===== config.mk =====
export PLATFORM = sky130hd
export DESIGN_NAME = tcp_congestion_window_aimd
export DESIGN_NICKNAME = d
export VERILOG_FILES = /design/src/hdl/cwa_pkg.sv /design/src/hdl/tcp_congestion_window_aimd.sv
export VERILOG_INCLUDE_DIRS = /design/src /design/src/hdl
export SDC_FILE = /design/constraint.sdc
export NUM_CORES = 1
export LEC_CHECK = 0
export BUFFER_PORTS_ARGS = -buffer_cell sky130_fd_sc_hd__buf_2
export CORE_UTILIZATION = 60
export CTS_BUF_LIST = sky130_fd_sc_hd__clkbuf_8
export CTS_CLUSTER_DIAMETER = 80
export DETAILED_ROUTE_END_ITERATION = 16
export GPL_TIMING_DRIVEN = 0
export PLACE_DENSITY_LB_ADDON = 0.15
export SYNTH_ARGS = -nofsm -noshare
export SYNTH_HDL_FRONTEND = slang
export SYNTH_SLANG_ARGS = --single-unit
export TNS_END_PERCENT = 100

===== constraint.sdc =====
create_clock -name clock -period 6.95 [get_ports clock]
set_input_delay 1.39 -clock clock [delete_from_list [all_inputs] [get_ports clock]]
set_output_delay 1.39 -clock clock [all_outputs]
set_load 0.005 [all_outputs]

===== src/hdl/assert_macros.svh =====
// Assertion macros for the RTL files.
`ifndef ASSERT_MACROS_SVH
`define ASSERT_MACROS_SVH

`ifndef SYNTH

`define ASSERT_CLK(name, prop, msg) \
   name: assert property (@(posedge clock) disable iff (reset) (prop)) else $error(msg);

`define ASSERT_CLK_ALWAYS(name, prop, msg) \
   name: assert property (@(posedge clock) (prop)) else $error(msg);

`else

`define ASSERT_CLK(name, prop, msg)

`define ASSERT_CLK_ALWAYS(name, prop, msg)

`endif

`endif


===== src/hdl/cwa_pkg.sv =====
// Types and constants for the congestion window block.
`default_nettype none

package cwa_pkg;

   localparam logic [1:0] OP_INIT    = 2'd0;
   localparam logic [1:0] OP_ACK     = 2'd1;
   localparam logic [1:0] OP_TIMEOUT = 2'd2;

   localparam logic CSR_MSS = 1'b0;
   localparam logic CSR_IW  = 1'b1;

   localparam logic [15:0] MSS_RESET = 16'd1460;
   localparam logic [31:0] IW_RESET  = 32'd4380;
   localparam logic [31:0] ALL_ONES  = 32'hFFFF_FFFF;

   typedef struct packed {
      logic [1:0]  operation;
      logic [31:0] acked_bytes;
      logic [31:0] flight_bytes;
   } req_type;

   typedef struct packed {
      logic [31:0] window;
      logic [31:0] threshold;
      logic        in_loss;
      logic        grew_in_slow_start;
   } rsp_type;

endpackage

`default_nettype wire


===== src/hdl/tcp_congestion_window_aimd.sv =====
// Congestion window with slow start, congestion avoidance and timeout handling.
//
//   channel  | direction | handshake             | word
//   req_     | in        | req_valid / req_ready | req_type
//   rsp_     | out       | rsp_valid / rsp_ready | rsp_type
//   csr_     | in        | csr_write_en          | csr_index, csr_wdata
//
// Init, timeout, slow-start ack: go straight to ST_EMIT, which loads the output register once it is free.
// Congestion-avoidance ack: a 2-bit-per-cycle shift-add multiply followed by a
// 2-bit-per-cycle restoring divide, then ST_ADD and ST_EMIT.
// One item at a time; req_ready is high while the sequencer is idle, even
// while a finished word waits in the output register.
// Synchronous reset loads the reset window, threshold and register values.
`default_nettype none
`include "assert_macros.svh"

module tcp_congestion_window_aimd
   import cwa_pkg::*;
(
   input  wire logic    clock,
   input  wire logic    reset,
   input  wire logic    req_valid,
   output logic         req_ready,
   input  wire req_type req_data,
   output logic         rsp_valid,
   input  wire logic    rsp_ready,
   output rsp_type      rsp_data,
   input  wire logic    csr_write_en,
   input  wire logic    csr_index,
   input  wire logic [31:0] csr_wdata
);

   localparam logic [2:0] ST_IDLE = 3'd0;
   localparam logic [2:0] ST_MUL  = 3'd1;
   localparam logic [2:0] ST_DIV  = 3'd2;
   localparam logic [2:0] ST_ADD  = 3'd3;
   localparam logic [2:0] ST_EMIT = 3'd4;

   localparam logic [4:0] MUL_LAST = 5'd7;
   localparam logic [4:0] DIV_LAST = 5'd23;

   logic [2:0]  state_ff, state_in;
   logic [4:0]  cnt_ff, cnt_in;
   logic [15:0] mss_ff, mss_in;
   logic [31:0] iw_ff, iw_in;
   logic [31:0] cwnd_ff, cwnd_in;
   logic [31:0] ssth_ff, ssth_in;
   logic        loss_ff, loss_in;
   logic        grew_ff, grew_in;
   logic [31:0] acked_ff, acked_in;
   logic [15:0] msh_ff, msh_in;
   logic [47:0] acc_ff, acc_in;
   logic [31:0] rem_ff, rem_in;
   logic        rsp_valid_ff, rsp_valid_in;
   rsp_type     rsp_data_ff, rsp_data_in;

   logic [31:0] divisor;
   logic [33:0] part;
   logic [32:0] step_a, step_b;
   logic [31:0] ss_inc;
   logic [32:0] ss_sum;
   logic [31:0] half;
   logic [31:0] two_mss;
   logic [31:0] ca_inc;
   logic [32:0] ca_sum;

   function automatic logic [32:0] div_step(input logic [31:0] rem, input logic din,
                                            input logic [31:0] dvs);
      logic [33:0] diff;
      diff = {1'b0, rem, din} - {2'b00, dvs};
      if (!diff[33]) begin
         div_step = {1'b1, diff[31:0]};
      end else begin
         div_step = {1'b0, rem[30:0], din};
      end
   endfunction

   assign req_ready = (state_ff == ST_IDLE);
   assign rsp_valid = rsp_valid_ff;
   assign rsp_data  = rsp_data_ff;

   always_comb begin
      divisor = (cwnd_ff == 32'd0) ? 32'd1 : cwnd_ff;
      part    = ({2'b00, acked_ff} & {34{msh_ff[14]}})
              + ({1'b0, acked_ff, 1'b0} & {34{msh_ff[15]}});
      step_a  = div_step(rem_ff, acc_ff[47], divisor);
      step_b  = div_step(step_a[31:0], acc_ff[46], divisor);
      ss_inc  = (req_data.acked_bytes < {16'd0, mss_ff}) ? req_data.acked_bytes
                                                          : {16'd0, mss_ff};
      ss_sum  = {1'b0, cwnd_ff} + {1'b0, ss_inc};
      half    = {1'b0, req_data.flight_bytes[31:1]};
      two_mss = {15'd0, mss_ff, 1'b0};
      ca_inc  = (acc_ff == 48'd0) ? 32'd1 : acc_ff[31:0];
      ca_sum  = {1'b0, cwnd_ff} + {1'b0, ca_inc};
   end

   always_comb begin
      state_in     = state_ff;
      cnt_in       = cnt_ff;
      mss_in       = mss_ff;
      iw_in        = iw_ff;
      cwnd_in      = cwnd_ff;
      ssth_in      = ssth_ff;
      loss_in      = loss_ff;
      grew_in      = grew_ff;
      acked_in     = acked_ff;
      msh_in       = msh_ff;
      acc_in       = acc_ff;
      rem_in       = rem_ff;
      rsp_valid_in = rsp_valid_ff;
      rsp_data_in  = rsp_data_ff;

      if (csr_write_en) begin
         case (csr_index)
            CSR_MSS: mss_in = csr_wdata[15:0];
            CSR_IW:  iw_in  = csr_wdata;
            default: ;
         endcase
      end

      if (rsp_valid_ff && rsp_ready) begin
         rsp_valid_in = 1'b0;
      end

      case (state_ff)
         ST_IDLE: begin
            if (req_valid) begin
               grew_in  = 1'b0;
               state_in = ST_EMIT;
               case (req_data.operation)
                  OP_INIT: begin
                     cwnd_in = iw_ff;
                     ssth_in = ALL_ONES;
                     loss_in = 1'b0;
                  end
                  OP_ACK: begin
                     loss_in = 1'b0;
                     if (cwnd_ff < ssth_ff) begin
                        grew_in = 1'b1;
                        cwnd_in = ss_sum[32] ? ALL_ONES : ss_sum[31:0];
                     end else begin
                        acked_in = req_data.acked_bytes;
                        msh_in   = mss_ff;
                        acc_in   = 48'd0;
                        cnt_in   = 5'd0;
                        state_in = ST_MUL;
                     end
                  end
                  OP_TIMEOUT: begin
                     ssth_in = (half > two_mss) ? half : two_mss;
                     cwnd_in = {16'd0, mss_ff};
                     loss_in = 1'b1;
                  end
                  default: ;
               endcase
            end
         end
         ST_MUL: begin
            acc_in = {acc_ff[45:0], 2'b00} + {14'd0, part};
            msh_in = {msh_ff[13:0], 2'b00};
            cnt_in = cnt_ff + 5'd1;
            if (cnt_ff == MUL_LAST) begin
               cnt_in   = 5'd0;
               rem_in   = 32'd0;
               state_in = ST_DIV;
            end
         end
         ST_DIV: begin
            acc_in = {acc_ff[45:0], step_a[32], step_b[32]};
            rem_in = step_b[31:0];
            cnt_in = cnt_ff + 5'd1;
            if (cnt_ff == DIV_LAST) begin
               cnt_in   = 5'd0;
               state_in = ST_ADD;
            end
         end
         ST_ADD: begin
            if ((acc_ff[47:32] != 16'd0) || ca_sum[32]) begin
               cwnd_in = ALL_ONES;
            end else begin
               cwnd_in = ca_sum[31:0];
            end
            state_in = ST_EMIT;
         end
         ST_EMIT: begin
            if (!rsp_valid_ff || rsp_ready) begin
               rsp_valid_in                   = 1'b1;
               rsp_data_in.window             = cwnd_ff;
               rsp_data_in.threshold          = ssth_ff;
               rsp_data_in.in_loss            = loss_ff;
               rsp_data_in.grew_in_slow_start = grew_ff;
               state_in                       = ST_IDLE;
            end
         end
         default: state_in = ST_IDLE;
      endcase
   end

   always_ff @(posedge clock) begin
      if (reset) begin
         state_ff     <= ST_IDLE;
         cnt_ff       <= 5'd0;
         mss_ff       <= MSS_RESET;
         iw_ff        <= IW_RESET;
         cwnd_ff      <= IW_RESET;
         ssth_ff      <= ALL_ONES;
         loss_ff      <= 1'b0;
         grew_ff      <= 1'b0;
         rsp_valid_ff <= 1'b0;
      end else begin
         state_ff     <= state_in;
         cnt_ff       <= cnt_in;
         mss_ff       <= mss_in;
         iw_ff        <= iw_in;
         cwnd_ff      <= cwnd_in;
         ssth_ff      <= ssth_in;
         loss_ff      <= loss_in;
         grew_ff      <= grew_in;
         rsp_valid_ff <= rsp_valid_in;
      end
   end

   always_ff @(posedge clock) begin
      acked_ff    <= acked_in;
      msh_ff      <= msh_in;
      acc_ff      <= acc_in;
      rem_ff      <= rem_in;
      rsp_data_ff <= rsp_data_in;
   end

   `ASSERT_CLK(a_accept_leaves_idle, (req_valid && req_ready) |=> (state_ff != ST_IDLE), "accepted word did not start work")
   `ASSERT_CLK(a_mul_count, (state_ff == ST_MUL) |-> (cnt_ff <= MUL_LAST), "multiply count out of range")
   `ASSERT_CLK(a_add_to_emit, (state_ff == ST_ADD) |=> (state_ff == ST_EMIT), "add step did not emit")
   `ASSERT_CLK_ALWAYS(a_reset_idle, reset |=> (state_ff == ST_IDLE && !rsp_valid_ff), "reset did not clear sequencer")

endmodule

`default_nettype wire

-- After elaboration in Yosys (flattened, before gate mapping)
Index checks and enable logic that the tools add are counted.
- register bits: 317
- input bits: 104
- reductions and logical operators: 28
- equality and inequality tests: 16
- $lt $le $gt $ge: 3
- add/sub/neg operators: 7
- multiplexer cells: 42
- bitwise logic cells: 4
- operators with widths (kind ; number):
    2-to-1 mux 32 bit ; 8
    case mux 32 bit (2 select lines) ; 3
    2-to-1 mux 48 bit ; 3
    case mux 48 bit (3 select lines) ; 1
    case mux 32 bit (3 select lines) ; 1
    subtractor 33 x 32 -> 34 bit ; 2
    adder 32 x 32 -> 33 bit ; 2
    2-to-1 mux 33 bit ; 2
    adder 48 x 34 -> 48 bit ; 1
    zero test 48 bit ; 1
    2-to-1 mux 16 bit ; 3
    adder 34 bit ; 1
    AND 32 x 34 -> 34 bit ; 1
    AND 33 x 34 -> 34 bit ; 1
    zero test 32 bit ; 1
    less-than comparator 32 x 16 -> 1 bit ; 1
    less-than comparator 32 bit ; 1
    case mux 16 bit (2 select lines) ; 1
    greater-than comparator 31 x 17 -> 1 bit ; 1
    2-to-1 mux 31 bit ; 1
    2-to-1 mux 5 bit ; 5
    AND reduction 4 bit ; 5
    2-to-1 mux 3 bit ; 6
    nonzero test 16 bit ; 1
    other kinds (27) ; 47

-- Longest topological paths before layout
- depth after elaboration: 8
- gate-level depth with buffers: 27
- gate-level depth less buffers: 25

-- Worst setup path before layout
Ideal clock, no wire load.
- kind: in2reg
- start point: input req_data[33] (netlist name)
- end point: register cwnd_ff[30]
- data arrival time: 5.950 ns
- setup time: 0.114 ns
- cell stages on the path: 23
- setup slack: 0.885 ns
- cells stage by stage: ha_1 -> a21o_1 -> a21o_1 -> a21o_1 -> a21o_1 -> a21o_1 -> a21o_1 -> a21o_1 -> a21o_1 -> clkbuf_1 -> clkbuf_1 -> mux2_2 -> ha_1 -> o211ai_1 -> a31oi_1 -> o22ai_1 -> o211ai_1 -> nor2_1 -> o31ai_1 -> a21oi_1 -> o21ai_0 -> a21oi_1 -> a2111oi_0
- word-level cells in the longest chain between the ends: 8
- ends and longest elaborated chain (what ; RTL line ; RTL):
    from (decl) ; tcp_congestion_window_aimd.sv:24 ; input wire req_type req_data,
    less-than comparator 32 x 16 -> 1 bit ; tcp_congestion_window_aimd.sv:88 ; ss_inc = (req_data.acked_bytes < {16'd0, mss_ff}) ? req_data.acked_bytes
    2-to-1 mux 32 bit * ; tcp_congestion_window_aimd.sv:88 ;
    adder 32 x 32 -> 33 bit * ; tcp_congestion_window_aimd.sv:90 ; ss_sum = {1'b0, cwnd_ff} + {1'b0, ss_inc};
    2-to-1 mux 32 bit * ; tcp_congestion_window_aimd.sv:140 ; cwnd_in = ss_sum[32] ? ALL_ONES : ss_sum[31:0];
    2-to-1 mux 32 bit * ; tcp_congestion_window_aimd.sv:138 ; if (cwnd_ff < ssth_ff) begin
    case mux 32 bit (3 select lines) * ; tcp_congestion_window_aimd.sv:130 ; case (req_data.operation)
    2-to-1 mux 32 bit * ; tcp_congestion_window_aimd.sv:127 ; if (req_valid) begin
    case mux 32 bit (2 select lines) * ; tcp_congestion_window_aimd.sv:125 ; case (state_ff)
    to (signal assigned) ; tcp_congestion_window_aimd.sv:215 ; cwnd_ff <= cwnd_in;
    to (decl) ; tcp_congestion_window_aimd.sv:46 ; logic [31:0] cwnd_ff, cwnd_in;
Mark *: on every way between the ends. The rest lies on a longest branch, timed or not. The select of a mux whose other input is x is not followed.
A chain may end at the register's enable or synchronous reset.

-- Worst setup path after layout
- start point: register cwnd_ff[23]
- end point: register rem_ff[30], data pin
- word-level cells in the longest chain between the ends: 7
- ends and longest elaborated chain (what ; RTL line ; RTL):
    zero test 32 bit ; tcp_congestion_window_aimd.sv:83 ; divisor = (cwnd_ff == 32'd0) ? 32'd1 : cwnd_ff;
    2-to-1 mux 32 bit * ; tcp_congestion_window_aimd.sv:83 ;
    subtractor 33 x 32 -> 34 bit ; tcp_congestion_window_aimd.sv:70 ; diff = {1'b0, rem, din} - {2'b00, dvs};
    2-to-1 mux 33 bit ; tcp_congestion_window_aimd.sv:71 ; if (!diff[33]) begin
    subtractor 33 x 32 -> 34 bit ; tcp_congestion_window_aimd.sv:70 ;
    2-to-1 mux 33 bit * ; tcp_congestion_window_aimd.sv:71 ;
    case mux 32 bit (2 select lines) * ; tcp_congestion_window_aimd.sv:125 ;
    to (signal assigned) ; tcp_congestion_window_aimd.sv:227 ; rem_ff <= rem_in;
    to (decl) ; tcp_congestion_window_aimd.sv:53 ; logic [31:0] rem_ff, rem_in;
Mark *: on every way between the ends. The rest lies on a longest branch, timed or not.

==> impl_metrics.yaml <==
sta:
  setup_viol: 0
  tightest_slew_ns: 1.22
  worst_slack_ns: 0.115
  tns_ns: 0
  drv_slew: 0
  period_share_pct: 98.3
  skew_ns: 0.0342
  max_freq_ghz: 0.146
  hold_viol: 0
  layout_min_cycle_time_ns: 6.84
  slew_headroom_pct: 18.8
drt:
  vias_per_cell: 6.46
  ant_nets: 0
  routed_wl_mm: 82.1
  drt-initial-drc-count: 2457
  wl_per_cell_um: 22.1
  vias: 24000
  drtPass1Iterations: 6
  remaining_drc_errors: 0
yosys:
  yosysMostFrequentCell: "a21oi_1"
  syn_inst: 2877
  postSynthAreaPerCell_um2: 8.63
  synth_area_leaders: "edfxtp_1 (23%), ha_1 (13%), dfxtp_1 (9.9%)"
  synth_top_area_share_pct: 23.5
  async_reset_ff_share_pct: 0
  synth-edff-count: 194
  synth.cell_area_um2: 24800
  synth_top_area_cell: "edfxtp_1"
  yosys_most_used_dff: "edfxtp_1"
  ys_top_cells_by_count: "a21oi_1 (290), nand2_1 (280), ha_1 (258), o21ai_0 (219), edfxtp_1 (194)"
  ys_warn_count: 0
  yosys_register_bits: 317
  synth_cell_types: 81
  yosysSeqAreaShare_pct: 33.4
floorplanning:
  rows: 74
  fp.dieW_um: 205
  die_y_um: 205
  start_util_pct: 60.8
  die-area_um2: 42200
  coreArea_um2: 40800
  ios: 172
setup_path:
  crit_type: "reg2reg"
  r2r_end: "rem_ff[30]"
  reg2reg_depth: 26
  cp.arrival_ns: 7.24
  cp_max_fo: 10
  crit_slowest_cell: "a2111oi_2"
  cp-start-kind: "register"
  cp_slowest_stage_delay_ns: 0.44
  worstPathRequired_ns: 7.35
  worst-r2r-setup-slack_ns: 0.11
  reg2reg_from: "cwnd_ff[23]"
  end_kind: "register"
run_status:
  run_status: "completed"
min_path:
  min_from: "loss_ff"
  whs_path_depth: 0
  hp-class: "reg2reg"
  min_to: "rsp_data[1]"
clock_tree:
  h-tree-depth: 2
  clk_latency_ns: 0.69
  cts_made_buffers: 55
  clockRootBuffer: "clkbuf_8"
  cts_sinks: 317
  clock_path_buffers: 3
  cts_tree: "built"
  hold_buffers: 0
  clk_pin_slew_ns: 0.06
power_and_ir_drop:
  swShare_pct: 31.3
  p_int_mw: 3.39
  p_leak_nw: 11.5
  p_comb_share_pct: 20.5
  power_density_nw_per_um2: 177
  seq_power_share_pct: 42.9
  pwr-share-clk_pct: 36.6
  peakVddDrop_mv: 0.230
  p_switching_mw: 1.54
grt:
  antenna_found_initial: 1
  grt_pass1_wl_mm: 124
  grt_overflow: 0
  grt_pass1_vias: 22500
  grtUsageTotal_pct: 38.0
  grt_max_degree: 35
finish:
  drive_above_1_share_pct: 11.8
  diodes: 0
  syn_to_final_growth_pct: 12.3
  fill_cells: 3391
  nets: 3498
  final_area_um2: 27900
placed_design:
  place_area_um2: 26500
  io_buffers: 170
  pre_cts_ws_ns: -2.09
  hpwlAfterDp_mm: 63.3
  place_congestion: 0.986
run:
  maxCapViolations: 0
## cell type report
class                   count  area [um^2]  area share (%)
clock inverters            29          163           0.584
inverters                 144          541            1.94
repair buffers            181          978            3.51
well taps                 532          666            2.39
plain buffers             137          567            2.03
multi-input cells        2294        15600            56.1
flip-flops and latches    317         8330            29.9
clock buffers              72          991            3.56
## worst max path at each step
| stage | from | to | slack [ns] | cells after the start |
|---|---|---|---|---|
| 3_3_place_gp | cwnd_ff[15] | rem_ff[17] | -2.06 | 26 |
| 5_1_grt | cwnd_ff[24] | rem_ff[17] | -0.01 | 26 |
| 3_5_place_dp | cwnd_ff[15] | rem_ff[17] | -2.09 | 26 |
| 2_1_floorplan | req_data[33] | cwnd_ff[30] | 0.89 | 23 |
| 4_1_cts | cwnd_ff[25] | rem_ff[17] | 0.001 | 28 |
| 6_report | cwnd_ff[23] | rem_ff[30] | 0.11 | 26 |
## worst max-delay path: cells and delay by family (launching register included)
family          cells  cell delay, ns
flops               1            0.42
compound gates     15            3.42
mux                 1            0.38
buf+inv             4            0.80
simple gates        4            0.94
fa+ha+maj           2            0.58
## kinds of logic (layout without fill, tap and decap cells)
logic type               Yosys count  in the layout  synth area share (%)
buffers and inverters            281            563                  4.38
XOR/XNOR                         148            148                  5.22
AO/OA/AOI/OAI                    956            956                  24.7
other                              1             16                0.0151
flip-flops                       317            317                  33.4
multiplexers                      43             43                  1.85
adder cells (fa/ha/maj)          264            264                  13.5
AND/OR/NAND/NOR                  867            867                  17.0
## per-stage QoR
step / instances / power, mW / utilization [%] / hold slack, ns
2_1_floorplan: 2892 / 2.80 / - / 0.402
3_3_place_gp: 3594 / 3.09 / 64.6 / 0.431
3_5_place_dp: 3598 / 3.11 / 64.9 / 0.421
4_1_cts: 3704 / 4.89 / 68.0 / 0.455
5_1_grt: 3706 / 5.10 / 68.3 / 0.456
6_report: 3706 / 4.93 / 68.3 / 0.451
## what timing repair did
action | 4_1_cts | 5_1_grt
pin swaps | 3 | 2
setup endpoints to repair | 33 | 42
setup buffers | 5 | 2
gates resized for setup | 34 | 30
## power by group through the flow
stage / Combinational [mW] / Sequential, mW / Clock, mW
floorplan: 0.688 / 2.11 / 0
global placement: 0.937 / 2.15 / 0
detailed placement: 0.962 / 2.15 / 0
CTS: 0.976 / 2.11 / 1.81
global route: 1.10 / 2.11 / 1.88
finish: 1.01 / 2.12 / 1.81
## cell usage in the layout (no fill, tap or decap), types with 24 or more instances in the layout
cell type / instances
a21oi_1: 286
nand2_1: 279
ha_1: 258
o21ai_0: 217
edfxtp_1: 194
nor2_1: 179
buf_2: 174
inv_1: 161
clkbuf_1: 117
a21o_1: 107
dfxtp_1: 97
xnor2_1: 81
nand3_1: 80
clkbuf_8: 72
and2_1: 71
xor2_1: 67
a211oi_1: 42
nand2b_1: 37
nor3_1: 37
o21a_1: 35
nor4_1: 31
o211ai_1: 31
nand4_1: 30
o21bai_1: 30
a31oi_1: 30
and3_1: 24
mux2_2: 24
dfxtp_2: 24
## flip-flops by register name, summed over array words and instances, names as in the netlist
name,cells
acked_ff,32
msh_ff,16
cwnd_ff,32
acc_ff,48
iw_ff,32
rem_ff,32
mss_ff,16
rsp_valid,1
state_ff,3
grew_ff,1
rsp_data,66
ssth_ff,32
cnt_ff,5
loss_ff,1
## metal layers
layer / share of wire, % / vias to the layer above / global-route usage [%]
li1: - / 11200 / -
met1: 41 / 11300 / 49.6
met2: 45 / 1199 / 61.2
met3: 8.7 / 238 / 5.91
met4: 4.9 / 2 / 19.0
met5: 0.016 / - / 0
(Power assumes the default switching activity.)
